--- src/hdl/tdq_ring.sv ---
// tdq_ring: departure-time ring storage, one write and one read port,
// registered read data; no dependencies
module tdq_ring #(
	parameter int DEPTH = 64,
	parameter int WIDTH = 48
) (
	input  logic                     clk,
	input  logic                     we,
	input  logic [$clog2(DEPTH)-1:0] waddr,
	input  logic [WIDTH-1:0]         wdata,
	input  logic                     re,
	input  logic [$clog2(DEPTH)-1:0] raddr,
	output logic [WIDTH-1:0]         rdata
);

	logic [WIDTH-1:0] mem [DEPTH];

	always_ff @(posedge clk) begin
		if (we) begin
			mem[waddr] <= wdata;
		end
		if (re) begin
			rdata <= mem[raddr];
		end
	end

endmodule

--- config.mk ---
export PLATFORM = sky130hd
export DESIGN_NAME = tdq_ring
export DESIGN_NICKNAME = d
export VERILOG_FILES = /design/src/hdl/tdq_ring.sv
export SDC_FILE = /design/constraint.sdc
export NUM_CORES = 2
export LEC_CHECK = 0
export BUFFER_PORTS_ARGS = -buffer_cell sky130_fd_sc_hd__buf_2
export CAP_MARGIN = 20
export CORE_ASPECT_RATIO = 1.25
export CORE_MARGIN = 2
export CORE_UTILIZATION = 50
export DETAILED_ROUTE_END_ITERATION = 10
export PLACE_DENSITY = 0.66
export RECOVER_POWER = 50
export SYNTH_ARGS = -nofsm -noshare
export SYNTH_HDL_FRONTEND = slang
export SYNTH_SLANG_ARGS = --single-unit
--- constraint.sdc ---
create_clock -name clk -period 5.5 [get_ports clk]
set_clock_uncertainty 0.1 [all_clocks]
set_input_delay 1.1 -clock clk [delete_from_list [all_inputs] [get_ports clk]]
set_output_delay 1.1 -clock clk [all_outputs]
set_load 0.01 [all_outputs]
# Word-level counts from Yosys, hierarchy flattened
# Memories as Yosys holds them, arrays and structs flattened. A register that Yosys moved wholly into a read port is not among the register bits.
# Cells that the tools add are included.
# word_totals
ff_bits	0
mem_bits_rw	3072
input_bits	63
output_inout_bits	48
elab_cells	3
mem_count	1
# mem_list
memory	depth	width	rd	rd_ports_with_merged_regs	write_ports	line_no	source
mem	64	48	1	1	1	16	logic [WIDTH-1:0] mem [DEPTH];
# classes
mux	2
# op_table
cell	n
2-to-1 mux 1 bit	2

# Depth between registers and ports, before layout
# logic_depth
depth_word	2
depth_mapped	9
mapped_depth_nobuf	5

# Worst setup path before layout
# Ideal clock, no wire load.
# synth_timing
path_kind	in2reg
from	input waddr[3]
to	memory mem[48][0] (enable)
setup_ns	0.513
arrival_time_ns	4.872
t_required_ns	4.887
path_slack_ns	0.015
path_stages	4
n_path_buf	1
cell_sequence	clkbuf_1 -> nor2b_1 -> nand4b_1 -> nor3_1
# synth_lines
item	line_no	source
start, declared	9	input logic [$clog2(DEPTH)-1:0] waddr,
end, declared	16	
# No word-level cell before the write port.

# Worst setup path in the final report
# layout_timing
from	input re
to	register rdata[25], read port of mem (enable)
# layout_lines
item	line_no	source
start, declared	11	input logic re,
end, declared	13	output logic [WIDTH-1:0] rdata
# No word-level cell between the ends.

==> reports/results.tsv <==
metric	value	unit
status	complete, but fails checks	
failing checks	max-capacitance violations, max-slew violations	
CP max FO	30	
share of cells above drive strength 1	0.275	
CTS sink count	3120	
Final Slew Violations	2807	
Fin. Hold Viols	0	
min cycle time layout	4.38	ns
maximum vdd drop	0.280	mV
Post-DP Area	0.124	mm^2
Clk pwr share	0.417	
post-route cell area	0.133	mm^2
cts hold-fix bufs	0	
1st-pass router iterations	6	
Comb pwr share	0.046	
simple-gate share of the synthesized area	0.00953	
H-Tree Depth	5	
CTS buffer count	300	
CP cell instances	clkbuf_1, clkbuf_2	
Switching Power	10.3	mW
Vias	56700	
register bit total from synthesis	3120	
crit path launch type	primary input	
Bufs on Longest Clock Path	4	
CTS clock-pin slew for the worst setup and hold paths	0.06	ns
Hold Crit Endpoint	mem[24][18]	
first-pass GRT wire length	432	mm
CP Capture Type	register	
Worst-Margin Slew	3.67	ns
Critical Path RT	5.88	ns
Synthesized Nets	5033	
FF-to-FF path depth	5	
Pint	39.1	mW
Worst Hold Launch	wdata[18]	
largest family of logic cells by synthesized area	multiplexers	
worst r2r dst	rdata[38]	
CTS resizes	0	
Mapped Area	0.118	mm^2
setup TNS	0	ns
Die X	438	um
switching fraction of total power	0.208	
leakage power	41.1	nW
Critical Path AT	4.77	ns
Port Buf Inserts	110	
Die Ht	546	um
RSZ-0062 raised after global routing	no	
Die ar.	0.239	mm^2
Yosys warning total	0	
Max Cap Violations	49	
Largest delay share family, worst path	buffers and inverters	
GRT overflow	0	
setup bufs post-CTS	0	
compound-cell area share of the yosys netlist	0.0301	
final setup vio count	0	
initial antenna violation count	31	
Rel. slew slack	-1.45	
Via density	6.51	
Pwr per Cell Area	370	mW/mm^2
# fillers	16900	
FF-to-FF Start	mem[46][38]	
antenna viol nets, final	0	
WL/cell	35.6	um
DRC viols	0	
Post-Place Setup Slack	1.20	ns
routability cong.	0.835	
Layout area overhead	13.3	%
CTS tree	built	
Worst Slack Setup Final	1.12	ns
synth unique cells	35	
sequential fraction of the synthesis area	0.797	
xor and xnor area share after synthesis	0	
Tot GR Track Use	0.258	
clk_lat worst skew	0.89	ns
total wire length	310	mm
crit path buf inv count	2	
overall power	49.4	mW
Fmax achieved	228	MHz
First DRT Iteration DRCs	6904	
Flop pwr share	0.537	
period utilization	0.797	
root buf cell	clkbuf_16	
core area	0.235	mm^2
multi-input combinational cell area	0.0229	mm^2
post-DP HPWL	172	mm
Setup CP Type	in -> reg	
reg-to-reg slack, setup	3.14	ns
NumNets Final	5406	
FF/Latch Area	0.0937	mm^2
pin count of the biggest net entering global routing	91	
syn_area_per_cell	23.7	um^2
Hold Path Class	in -> reg	
CP peak stage delay	2.52	ns
Worst path slowest cell	clkbuf_1	
vias in the first global route	57000	
post-synthesis adder-cell area fraction	0	
Initial Utilization	0.501	
multiplexer share of the synthesized area	0.151	
Ports	111	
Worst Hold Depth	1	
cell count after synthesis	4970	
Site Rows	199	
-- routing by layer --
metal,wire length [um],share of wire,vias up,track usage
met4,11400,0.037,26,0.0918
li1,-,-,22300,-
met1,112000,0.36,30800,0.335
met5,158,0.00051,-,0
met2,159000,0.51,2949,0.437
met3,26900,0.087,580,0.0484
-- synthesized netlist by cell type --
| master | count | area share |
|---|---|---|
| nor2_1 | 132 | 0.0042 |
| o22ai_1 | 122 | 0.0065 |
| mux4_2 | 754 | 0.14 |
| edfxtp_1 | 3120 | 0.80 |
| mux2_2 | 12 | 0.0011 |
| a211oi_1 | 32 | 0.0020 |
| a31o_2 | 5 | 0.00037 |
| and2_1 | 3 | 0.00016 |
| buf_4 | 62 | 0.0040 |
| clkbuf_2 | 1 | 0.000043 |
| nand2_1 | 55 | 0.0018 |
| or3b_2 | 4 | 0.00030 |
| a311oi_1 | 11 | 0.00082 |
| nand4_1 | 2 | 0.00011 |
| a22oi_1 | 72 | 0.0046 |
| or3_1 | 3 | 0.00016 |
| buf_6 | 11 | 0.0011 |
| a31oi_1 | 1 | 0.000053 |
| nand3_1 | 7 | 0.00030 |
| buf_1 | 12 | 0.00038 |
| nand2b_1 | 10 | 0.00053 |
| mux2i_1 | 63 | 0.0054 |
| a22o_1 | 57 | 0.0042 |
| clkbuf_1 | 98 | 0.0031 |
| buf_2 | 98 | 0.0042 |
| and3_1 | 1 | 0.000053 |
| nor3_1 | 3 | 0.00013 |
| a221oi_1 | 83 | 0.0062 |
| or2_2 | 3 | 0.00016 |
| a21oi_1 | 74 | 0.0031 |
| nand3b_1 | 5 | 0.00032 |
| a311o_1 | 1 | 0.000085 |
| o221ai_1 | 28 | 0.0021 |
| nor2b_1 | 24 | 0.0013 |
| nand4b_1 | 1 | 0.000074 |
-- state kept, by name, indices dropped and copies added (netlist names) --
| register | flops |
|---|---|
| mem | 3072 |
| rdata | 48 |
-- worst max-delay path by stage --
stage          slack [ns]    endpoint  depth (start not counted)     start
3_3_place_gp         1.20   rdata[40]                          5  raddr[2]
4_1_cts              2.13   rdata[40]                          5  raddr[2]
2_1_floorplan        0.02  mem[48][0]                          4  waddr[3]
6_report             1.12   rdata[25]                          2        re
5_1_grt              1.07   rdata[35]                          2        re
3_5_place_dp         1.20   rdata[40]                          5  raddr[2]
-- cell type report --
type	count	area share
timing repair buffer	353	0.0229
antenna	12	0.000225
multi-input combinational	1568	0.172
tap	3115	0.0292
sequential	3120	0.703
clock buffer	366	0.0604
clock inverter	167	0.0124
-- cells in the final DEF (no fill, tap or decap), drive strengths merged, types with 72 or more instances in the layout --
cell / synthesis / final
a21oi: 74 / 74
clkinv: 0 / 124
buf: 183 / 276
a22oi: 72 / 72
a221oi: 83 / 83
clkbuf: 99 / 443
o22ai: 122 / 122
nor2: 132 / 132
edfxtp: 3120 / 3120
mux4: 754 / 754
-- stage by stage --
stage          std cells   util  hold slack (ns)
2_1_floorplan       4970      -            0.687
3_3_place_gp        8131  0.527            0.730
3_5_place_dp        8131  0.527            0.771
4_1_cts             8664  0.568            0.739
5_1_grt             8695  0.568            0.411
6_report            8701  0.568            0.391
-- cell families (layout without fill, tap and decap cells) --
kind of cell | Yosys count | count (layout)
AND/OR/NAND/NOR | 253 | 253
multiplexers | 829 | 829
other | 0 | 12
AO/OA/AOI/OAI | 486 | 486
buffers and inverters | 282 | 886
flip-flops | 3120 | 3120
-- power groups by stage --
stage	Clock, mW	Combinational (mW)	Sequential [mW]
6_report	20.6	2.28	26.5
3_3_place_gp	0	2.25	27.0
3_5_place_dp	0	2.28	27.0
2_1_floorplan	0	1.26	26.9
5_1_grt	21.7	2.40	26.5
4_1_cts	20.8	2.29	26.5
Note: power is estimated with default switching activity, not from simulation.
