==> config.mk <==
export PLATFORM = sky130hd
export DESIGN_NAME = tdq_cfg_regs
export DESIGN_NICKNAME = d
export VERILOG_FILES = /design/src/hdl/tdq_pkg.sv /design/src/hdl/tdq_cfg_regs.sv
export SDC_FILE = /design/constraint.sdc
export NUM_CORES = 1
export LEC_CHECK = 0
export ABC_CLOCK_PERIOD_IN_PS = 1700
export CAP_MARGIN = 25
export CORE_MARGIN = 1
export CORE_UTILIZATION = 45
export CTS_CLUSTER_SIZE = 14
export DETAILED_ROUTE_END_ITERATION = 10
export DONT_BUFFER_PORTS = 1
export GPL_ROUTABILITY_DRIVEN = 0
export SYNTH_ARGS = -nofsm -noshare
export SYNTH_HDL_FRONTEND = slang
export SYNTH_SLANG_ARGS = --single-unit
==> constraint.sdc <==
create_clock -name clk -period 1.7 [get_ports clk]
set_input_delay 0.425 -clock clk [delete_from_list [all_inputs] [get_ports clk]]
set_output_delay 0.425 -clock clk [all_outputs]
set_load 0.02 [all_outputs]
==> src/hdl/tdq_pkg.sv <==
// tdq_pkg: shared widths, reset values, register codes and structs
// for the tail-drop queue delay model core; no dependencies
package tdq_pkg;

	// defaults for the top-level parameters
	localparam int RING_DEPTH_DEF = 64;
	localparam int TIME_BITS_DEF  = 48;

	// fixed field widths
	localparam int CFG_W   = 32;
	localparam int CAP_W   = 7;
	localparam int SEND_W  = 48;
	localparam int DELAY_W = 48;
	localparam int SUM_W   = 56;
	localparam int COUNT_W = 32;
	localparam int OCC_W   = 7;
	localparam int FIX_W   = CFG_W + 2;

	// configuration reset values
	localparam logic [CFG_W-1:0] INGRESS_RST  = 32'd0;
	localparam logic [CFG_W-1:0] SERVICE_RST  = 32'd1;
	localparam logic [CFG_W-1:0] EGRESS_RST   = 32'd0;
	localparam logic [CAP_W-1:0] CAPACITY_RST = 7'd50;

	// configuration register indices
	typedef enum logic [1:0] {
		CFG_INGRESS  = 2'd0,
		CFG_SERVICE  = 2'd1,
		CFG_EGRESS   = 2'd2,
		CFG_CAPACITY = 2'd3
	} cfg_idx_t;

	typedef struct packed {
		logic [CFG_W-1:0] ingress;
		logic [CFG_W-1:0] service;
		logic [CFG_W-1:0] egress;
		logic [CAP_W-1:0] capacity;
	} cfg_t;

	// one statistics update per finished item
	typedef struct packed {
		logic               fire;
		logic               accepted;
		logic [DELAY_W-1:0] qd;
		logic [DELAY_W-1:0] e2e;
	} stat_upd_t;

	typedef struct packed {
		logic [COUNT_W-1:0] delivered;
		logic [COUNT_W-1:0] dropped;
		logic [SUM_W-1:0]   qd_sum;
		logic [SUM_W-1:0]   e2e_sum;
	} stat_t;

endpackage

==> src/hdl/tdq_cfg_regs.sv <==
// tdq_cfg_regs: configuration register file behind the plain write port
// depends on tdq_pkg
module tdq_cfg_regs (
	input  logic                        clk,
	input  logic                        arst_n,
	input  logic                        we,
	input  tdq_pkg::cfg_idx_t           index,
	input  logic [tdq_pkg::CFG_W-1:0]   wdata,
	output tdq_pkg::cfg_t               cfg
);

	tdq_pkg::cfg_t cfg_q;

	always_ff @(posedge clk or negedge arst_n) begin
		if (!arst_n) begin
			cfg_q.ingress  <= tdq_pkg::INGRESS_RST;
			cfg_q.service  <= tdq_pkg::SERVICE_RST;
			cfg_q.egress   <= tdq_pkg::EGRESS_RST;
			cfg_q.capacity <= tdq_pkg::CAPACITY_RST;
		end else if (we) begin
			unique case (index)
				tdq_pkg::CFG_INGRESS:  cfg_q.ingress  <= wdata;
				tdq_pkg::CFG_SERVICE:  cfg_q.service  <= wdata;
				tdq_pkg::CFG_EGRESS:   cfg_q.egress   <= wdata;
				tdq_pkg::CFG_CAPACITY: cfg_q.capacity <= wdata[tdq_pkg::CAP_W-1:0];
				default: ;
			endcase
		end
	end

	assign cfg = cfg_q;

endmodule

=== Yosys cells after proc, flatten, opt, wreduce, memory -nomap -nowiden ===
Index checks and enable logic that the tools add are counted.
W data, S select, Z words.

* Bits in latches: 0
* Memories kept: 0
* Flip-flop bits (word level): 103
* Memory bits (writable): 0
* Memory bits (read-only): 0

* Reduce and logical (&&, ||, !) cells: 5
* Muxes and demuxes: 0
* Shifts and indexed selects: 0
* Add/subtract/negate cells: 0
* Equality and inequality tests: 3
* Multipliers: 0
* Divide/modulo/power cells: 0
* Bitwise operators: 0
* Order comparisons: 0

{| class="wikitable"
|+ Operators by type and width
! kind !! count
|-
| $reduce_and A2 Y1 || 4
|-
| $eq A2 B2 Y1 const B || 2
|-
| $eq A2 B1 Y1 const B || 1
|-
| $logic_not A2 Y1 || 1
|}

=== Logic depth before layout (Yosys ltp) ===
* Word-level depth: 2
* Gate-level depth with buffers: 3
* Mapped depth without buffers: 2

=== Worst setup path before layout ===
No wires, ideal clock.

* Kind: input-to-reg
* Start point: input port index[1]
* End point: register cfg_q (netlist bit cfg[101])
* Setup time: 0.125 ns
* Stages on the path: 3
* Setup slack: 0.350 ns
* Data required time: 1.575 ns
* Arrival: 1.225 ns
* Cells stage by stage: nor3b_4 -> buf_6 -> mux2_2

* Longest elaborated chain between the ends: 2

{| class="wikitable"
|+ RTL lines
! what !! RTL line !! text
|-
| start, declared || tdq_cfg_regs.sv:7 || <nowiki>input tdq_pkg::cfg_idx_t index,</nowiki>
|-
| $logic_not A2 Y1 || tdq_cfg_regs.sv:21 || <nowiki>unique case (index)</nowiki>
|-
| $reduce_and A2 Y1 (no source line) || - ||
|-
| end, declared || tdq_cfg_regs.sv:12 || <nowiki>tdq_pkg::cfg_t cfg_q;</nowiki>
|}

Every way passes these cells.
A chain may end at the register's enable or synchronous reset.

=== Worst setup path after layout ===
* Start point: register cfg_q (netlist bit cfg[39])
* End point: output port cfg[39] (netlist bit)

{| class="wikitable"
|+ RTL lines
! what !! RTL line !! text
|-
| end, declared || tdq_cfg_regs.sv:9 || <nowiki>output tdq_pkg::cfg_t cfg</nowiki>
|}

No word-level cell between the ends.

==> qor.csv <==
metric,value,unit
drtPass1Iterations,2,
yosys_register_bits,103,
synth_edf_count,0,
finalSetupViolations,0,
synth_cell_type_count,8,
cts_tree,built,
status,"complete, but fails checks",
tightest_slew,0.420,ns
ant_nets,0,
synth_top_family_by_area,multiplexers,
fp.dieArea,9020,um^2
seq_area_frac_synth,66.4,%
largest_reg_flops,103,
antenna_cells,0,
area_growth,6.47,%
wl_per_cell,20.3,um
syn_nets,256,
dp_hpwl,4.39,mm
synth_compound_area_share,0,%
path_depth,0,
track_usage,15.9,%
rsz0062_at_grt,false,
route.detailed.drc,0,
power,5.66,mW
grt_pass1_wl,10.5,mm
violations,negative hold slack,
post_cts_buffers,0,
slew_viol_final,0,
overflow,0,
min_period_over_period,81.6,%
required,1.27,ns
routed_wl,6.81,mm
leakagePower,1.77,nW
syn_inst,219,
placedCellCount,319,
critPathArrivalTime,0.96,ns
vias,1813,
nets,262,
slew_headroom,71.9,%
die_x,95.0,um
hp-class,input port to async pin,
clock.fmax,721,MHz
synthTopCellsByCount,"mux2_2 (101), dfrtp_1 (99), buf_6 (9)",
fin_skew,0,ns
path_clk_slew,0.10,ns
synth_most_common_cell,mux2_2,
synth_mux_area_share,29.8,%
cap_violations,0,
io_buffers,0,
clock-root-buffer,clkbuf_8,
setup_tns,0,ns
yosys-top-cells-area,"dfrtp_1 (64%), mux2_2 (29%), dfstp_2 (2.7%), buf_6 (2.6%), mux2_1 (0.58%)",
p_per_area,1370,nW/um^2
critical_path_class,register to primary output,
initial_core_util,46.9,%
drt_iter0_drc,43,
multi_input_area,1210,um^2
synthArstFlopShare,100,%
cp-end-kind,primary output,
cts_resized,0,
fin_hold_ws,-0.245,ns
core,8300,um^2
htree_num_levels,3,
ys.flop_type,dfrtp_1,
synth_top_cell_by_area,dfrtp_1,
r2r_cells,1,
yosysTopAreaCellShare,63.7,%
synth_area,3890,um^2
antenna_found_initial,0,
final_util,49.9,%
synth-simple-area-share,1.19,%
io_pins,140,
fin_crit,1.39,ns
path_max_fanout,2,
peakVddDrop,0.000548,V
synth_fa_ha_area_share,0,%
drive_gt1_share,54.8,%
worstSkewPairLatency,0.34,ns
cts.path.max_buffers,2,
via_per_inst,5.41,
regArea,2580,um^2
syn_area_per_cell,17.8,um^2
num_rows,33,
worstSetupStartpointType,register,
cts-buffers-inserted,9,
hold_violations,103,
fill_cells,689,
grt_pass1_vias,1930,
stdcell_count,335,
synth_warnings,0,
grt_max_degree,104,
clock-sinks,103,
die_h,95.0,um
synth-xor-area-share,0,%
[placed cells by master, fill, tap and decap left out]
cell        instances
clkinvlp_4          1
mux2_2            101
clkbuf_8            9
clkinv_2            2
mux2_1              2
clkinv_4            2
clkbuf_1            2
dfrtp_1            99
buf_12              2
nand3_1             1
dfstp_2             4
nand3b_2            2
nor3b_4             1
buf_4               2
[routing by layer]
layer  GRT usage (%)  vias to the layer above  part of all wire (%)
met3            7.81                        9                    10
met4            6.06                        0                   1.4
met1            19.3                      944                    39
met2            24.4                       78                    49
met5               0                        -                     0
li1                -                      782                     -
[where the power goes]
group	switching (mW)	total [mW]	leakage (nW)	internal [mW]
Combinational	0.143	0.508	0.474	0.365
Clock	0.789	1.32	0.0833	0.535
Sequential	0.907	3.83	1.21	2.93
[final timing paths]
check	to	startpoint	slack, ns
max reg2reg	cfg[99]	cfg[99]	0.81
min	cfg[70]	arst_n	-0.24
max in group asynchronous	cfg[4]	arst_n	1.69
min in group clk	cfg[99]	wdata[28]	0.21
max	cfg[39]	cfg[39]	0.31
min reg2reg	cfg[57]	cfg[57]	0.66
[area by class of cell]
class	instances	area share, %
flip-flops and latches	103	62.4
multi-input cells	107	29.1
clock buffers	11	3.17
well taps	105	3.17
repair buffers	4	1.33
clock inverters	5	0.846
[per-stage QoR]
| stage | setup slack, ns | area, um^2 |
|---|---|---|
| after floorplan | 0.350 | 3890 |
| after global placement | 0.328 | 3980 |
| after detailed placement | 0.314 | 3980 |
| after CTS | 0.292 | 4140 |
| after global routing | 0.270 | 4140 |
| final | 0.313 | 4140 |
[kinds of logic (layout without fill, tap and decap cells)]
family	count (synthesis)	after routing
buffers and inverters	9	20
DFF	103	103
and+or+nand+nor	4	4
muxes	103	103
(Power assumes the default switching activity.)
