### src/hdl/tdq_pkg.sv
// tdq_pkg: shared widths, reset values, register codes and structs
// for the tail-drop queue delay model core; no dependencies
package tdq_pkg;

	// defaults for the top-level parameters
	localparam int RING_DEPTH_DEF = 64;
	localparam int TIME_BITS_DEF  = 48;

	// fixed field widths
	localparam int CFG_W   = 32;
	localparam int CAP_W   = 7;
	localparam int SEND_W  = 48;
	localparam int DELAY_W = 48;
	localparam int SUM_W   = 56;
	localparam int COUNT_W = 32;
	localparam int OCC_W   = 7;
	localparam int FIX_W   = CFG_W + 2;

	// configuration reset values
	localparam logic [CFG_W-1:0] INGRESS_RST  = 32'd0;
	localparam logic [CFG_W-1:0] SERVICE_RST  = 32'd1;
	localparam logic [CFG_W-1:0] EGRESS_RST   = 32'd0;
	localparam logic [CAP_W-1:0] CAPACITY_RST = 7'd50;

	// configuration register indices
	typedef enum logic [1:0] {
		CFG_INGRESS  = 2'd0,
		CFG_SERVICE  = 2'd1,
		CFG_EGRESS   = 2'd2,
		CFG_CAPACITY = 2'd3
	} cfg_idx_t;

	typedef struct packed {
		logic [CFG_W-1:0] ingress;
		logic [CFG_W-1:0] service;
		logic [CFG_W-1:0] egress;
		logic [CAP_W-1:0] capacity;
	} cfg_t;

	// one statistics update per finished item
	typedef struct packed {
		logic               fire;
		logic               accepted;
		logic [DELAY_W-1:0] qd;
		logic [DELAY_W-1:0] e2e;
	} stat_upd_t;

	typedef struct packed {
		logic [COUNT_W-1:0] delivered;
		logic [COUNT_W-1:0] dropped;
		logic [SUM_W-1:0]   qd_sum;
		logic [SUM_W-1:0]   e2e_sum;
	} stat_t;

endpackage

### src/hdl/tdq_stats.sv
// tdq_stats: saturating running counts, delay sums and peak occupancy
// depends on tdq_pkg
module tdq_stats #(
	parameter int OCC_BITS = 7
) (
	input  logic                  clk,
	input  logic                  arst_n,
	input  tdq_pkg::stat_upd_t    upd,
	input  logic [OCC_BITS-1:0]   occ,
	output tdq_pkg::stat_t        nxt,
	output logic [OCC_BITS-1:0]   peak_nxt
);

	localparam int SW = tdq_pkg::SUM_W;

	tdq_pkg::stat_t       stat_q;
	logic [OCC_BITS-1:0]  peak_q;
	logic [SW:0]          qd_sum_w;
	logic [SW:0]          e2e_sum_w;

	// sums never exceed 2^56-1 and addends stay below 2^48, so a carry out means overflow
	assign qd_sum_w  = {1'b0, stat_q.qd_sum} + (SW+1)'(upd.qd);
	assign e2e_sum_w = {1'b0, stat_q.e2e_sum} + (SW+1)'(upd.e2e);

	always_comb begin
		nxt      = stat_q;
		peak_nxt = (occ > peak_q) ? occ : peak_q;
		if (upd.accepted) begin
			if (stat_q.delivered != '1) begin
				nxt.delivered = stat_q.delivered + tdq_pkg::COUNT_W'(1);
			end
			nxt.qd_sum  = qd_sum_w[SW] ? '1 : qd_sum_w[SW-1:0];
			nxt.e2e_sum = e2e_sum_w[SW] ? '1 : e2e_sum_w[SW-1:0];
		end else if (stat_q.dropped != '1) begin
			nxt.dropped = stat_q.dropped + tdq_pkg::COUNT_W'(1);
		end
	end

	always_ff @(posedge clk or negedge arst_n) begin
		if (!arst_n) begin
			stat_q <= '0;
			peak_q <= '0;
		end else if (upd.fire) begin
			stat_q <= nxt;
			peak_q <= peak_nxt;
		end
	end

endmodule

### config.mk
export PLATFORM = sky130hd
export DESIGN_NAME = tdq_stats
export DESIGN_NICKNAME = d
export VERILOG_FILES = /design/src/hdl/tdq_pkg.sv /design/src/hdl/tdq_stats.sv
export SDC_FILE = /design/constraint.sdc
export NUM_CORES = 1
export LEC_CHECK = 0
export BUFFER_PORTS_ARGS = -buffer_cell sky130_fd_sc_hd__buf_2
export CAP_MARGIN = 20
export CORE_MARGIN = 2
export CORE_UTILIZATION = 44
export CTS_BUF_LIST = sky130_fd_sc_hd__clkbuf_8
export DETAILED_ROUTE_END_ITERATION = 8
export GPL_TIMING_DRIVEN = 1
export PLACE_DENSITY = 0.71
export SKIP_CTS_REPAIR_TIMING = 1
export SLEW_MARGIN = 25
export SYNTH_ARGS = -nofsm -noshare
export SYNTH_HDL_FRONTEND = slang
export SYNTH_SLANG_ARGS = --single-unit
### constraint.sdc
create_clock -name clk -period 7.85 [get_ports clk]
set_clock_uncertainty 0.15 [all_clocks]
set_input_delay 1.1775 -clock clk [delete_from_list [all_inputs] [get_ports clk]]
set_output_delay 1.1775 -clock clk [all_outputs]
set_load 0.05 [all_outputs]
Word-level counts from Yosys, hierarchy flattened

Index checks and enable logic that the tools add are counted.

Input port bits: 107
Register bits: 183

Add/sub/neg operators: 4
Equal/unequal tests: 2
Mux-type cells: 8
Magnitude comparators: 1

Operators with widths:

| kind                                                             | number |
|---|---|
| 32-bit 2-to-1 mux                                                | 4 |
| 56-bit by 48-bit adder with 57-bit output                        | 2 |
| 112-bit 2-to-1 mux                                               | 1 |
| 56-bit 2-to-1 mux                                                | 2 |
| 32-bit by 1-bit adder with 32-bit output (second input constant) | 2 |
| 32-bit inequality test (second input constant)                   | 2 |
| 7-bit > comparator                                               | 1 |
| 7-bit 2-to-1 mux                                                 | 1 |

Longest topological paths before layout

Depth in word-level cells: 3
Gate-level depth with buffers: 13
Depth with buffers taken out: 12

Worst setup path before layout

No wires, ideal clock.

Path kind: input -> output
Start: in upd[0] (netlist bit)
End: out nxt[50] (netlist bit)
Data required time: 6523 ps
Slack: 1793 ps
Arrival: 4730 ps
Cell stages on the path: 11
Cell sequence: ha_1 fa_1 a21oi_1 o22ai_2 o21ai_2 a21o_1 a211o_1 a2111oi_2 or2_1 a311oi_1 o41ai_1

RTL lines:

| element         | RTL line        | RTL |
|---|---|---|
| start, declared | tdq_stats.sv:8  | `input tdq_pkg::stat_upd_t upd,` |
| end, declared   | tdq_stats.sv:10 | `output tdq_pkg::stat_t nxt,` |

==> results.yml <==
global_route:
  grt_pass1_wl_um: 77900
  grt_usage: 0.251
  antenna_found_initial: 5
  grt_start_max_net_pins: 106
  overflow: 0
  grt_pass1_vias: 14877
setup_path:
  startpoint_type: "input port"
  regToRegSetupSlack_ns: 3.74
  cp-end-kind: "primary output"
  worstPathRequired_ns: 6.52
  critPathMaxFanout: 17
  critical_path_class: "input port to primary output"
  arrival_ns: 4.93
cts:
  clock_latency_ns: 0.51
  path_clk_slew_ns: 0.11
  root_buffer: "clkbuf_8"
  htree_levels: 4
  cts_tree: "built"
  cts.path.max_buffers: 2
  cts_made_buffers: 17
  clock_sinks: 183
drt:
  avgRoutedWirePerCell_um: 17.9
  drtIter0Drc: 1099
  drtAntennaViolNets: 0
  via_count: 15578
  vias_per_cell: 5.79
  drc: 0
  drt_first_pass_iters: 5
  wl_um: 48200
final_layout:
  stdcell_area_um2: 17900
  stdcell_count: 2692
  layout_commonest_cell: "buf_2"
  fillers: 3508
  area_growth_pct: 12.5
  final_nets: 2427
  final_cell_mix: "buf_2 (287), nor2_1 (240), nand2_1 (225)"
  layout-drive-gt1-share: 0.186
sta:
  hold_ws_ns: 0.367
  setup_viol: 0
  relSlewSlack: 0.328
  drv_slew: 0
  timing.final.hold_violations: 0
  min_period_ns: 6.26
  fmax_mhz: 160
  rsz0062_at_grt: "no"
  fin_setup_tns_ns: 0
  post-route-period-util: 0.797
  worst_pin_slew_ns: 1.01
pwr:
  vdd_drop_max_mv: 0.340
  seq_power_share: 0.194
  power_w: 0.00796
  switching_share: 0.584
  clkPwrFrac: 0.088
  p_per_area_nw_per_um2: 444
  leakagePower_nw: 8.20
  intPower_w: 0.00331
  switching_power_w: 0.00465
  share_comb_of_total_power: 0.718
yosys:
  yosysWarnings: 0
  yosysSeqAreaShare: 0.288
  syn_nets: 2233
  synth-edff-count: 0
  synth_top_area_frac: 0.288
  yosysTopAreaCell: "dfrtp_1"
  ys_ff_latch: 183
  synth_cell_types: 90
  synth.area.top_cells: "dfrtp_1 (29%), ha_1 (8.3%), xnor2_1 (7.8%), a21oi_1 (6.7%), nor2_1 (5.7%)"
  synthFlopType: "dfrtp_1"
  synth_area_um2: 15900
  async_reset_ff_frac: 1.00
  synth_area_per_cell_um2: 7.88
  syn_inst: 2019
die:
  ios: 290
  start_util: 0.447
  fp.dieW_um: 194
  fp-row-count: 69
  design.core.area_um2: 35600
  chipHeight_um: 194
  die-area_um2: 37700
hold_path:
  min_path_type: "flop to flop"
placement:
  placedCellCount: 2655
  gp_congestion: 0.907
  place_area_um2: 17500
  dp_hpwl_um: 36400
  port_buffers: 289
job:
  cap_violations: 0
run_status:
  status: "complete, no violations"
## cells by family (layout without fill, tap and decap cells)
group / after synthesis / in the layout / synth area share
other: 0 / 5 / 0
flip-flops: 183 / 183 / 0.288
XOR/XNOR: 216 / 216 / 0.119
adder cells (fa/ha/maj): 107 / 107 / 0.0851
multiplexers: 38 / 38 / 0.0268
AO/OA/AOI/OAI: 572 / 572 / 0.219
AND/OR/NAND/NOR: 740 / 740 / 0.217
buffers and inverters: 163 / 370 / 0.0448
## through the flow
stage | setup slack [ns] | util
6_report | 1.59 | 0.503
2_1_floorplan | 1.79 | -
4_1_cts | 1.62 | 0.503
3_5_place_dp | 1.65 | 0.491
5_1_grt | 1.35 | 0.503
3_3_place_gp | 1.76 | 0.491
## Yosys cell counts (24+ instances only)
master	n
buf_2	31
a21o_1	42
nand2_1	226
ha_1	105
nor2_1	242
nand3_1	64
xnor2_1	141
o21bai_1	24
clkbuf_1	77
a21oi_1	214
inv_1	38
nand4_1	57
o21ai_0	114
mux2_2	36
nor3_1	43
a31oi_1	73
xor2_1	75
dfrtp_1	183
## worst paths after layout
path / from / end / cells after the start
setup / recovery: upd[48] / nxt[105] / 14
hold / removal: stat_q[160] / stat_q[160] / 1
setup reg to reg: stat_q[56] / stat_q[80] / 12
hold reg to reg: stat_q[160] / stat_q[160] / 1
max in group asynchronous: arst_n / stat_q[67] / 2
min in group asynchronous: arst_n / stat_q[18] / 1
## registers in the layout, indices dropped and copies added, names as in the netlist
register	cells
stat_q	176
peak_q	7
## final cells by class
class	instances	area, um2	share of cell area
multi-input combinational	1673	10600	0.594
antenna	5	12.5	0.000699
clock buffer	17	234	0.0131
inverter	39	146	0.00818
timing repair buffer	299	1540	0.0858
tap	461	577	0.0322
clock inverter	15	184	0.0103
sequential	183	4580	0.256
## power groups by stage
stage                     registers [W]  logic, W  clock network [W]
after floorplan                 0.00146   0.00447                  0
after global placement          0.00154   0.00559                  0
after detailed placement        0.00155   0.00564                  0
after CTS                       0.00154   0.00567           0.000724
after global routing            0.00159   0.00618           0.000760
final                           0.00154   0.00571           0.000703
## critical path, stage by stage
cell and delay (ns):
buf_2 0.11, ha_1 0.22, fa_1 0.40, a21o_1 0.23
a31oi_1 0.28, o21bai_1 0.19, a21bo_2 0.28, a21boi_2 0.26
o21a_2 0.24, o32ai_4 0.23, buf_4 0.28, nor2_1 0.60
a41oi_1 0.18, buf_2 0.25
## metal layers
layer / up-vias / routed length (um) / track usage / share of wire
met5: - / 0 / 0 / 0
met4: 0 / 1310 / 0.0816 / 0.027
met3: 65 / 2910 / 0.0411 / 0.060
met2: 523 / 21800 / 0.403 / 0.45
met1: 7397 / 22100 / 0.346 / 0.46
li1: 7593 / - / - / -
No activity file was read; power rests on OpenSTA's default activity.
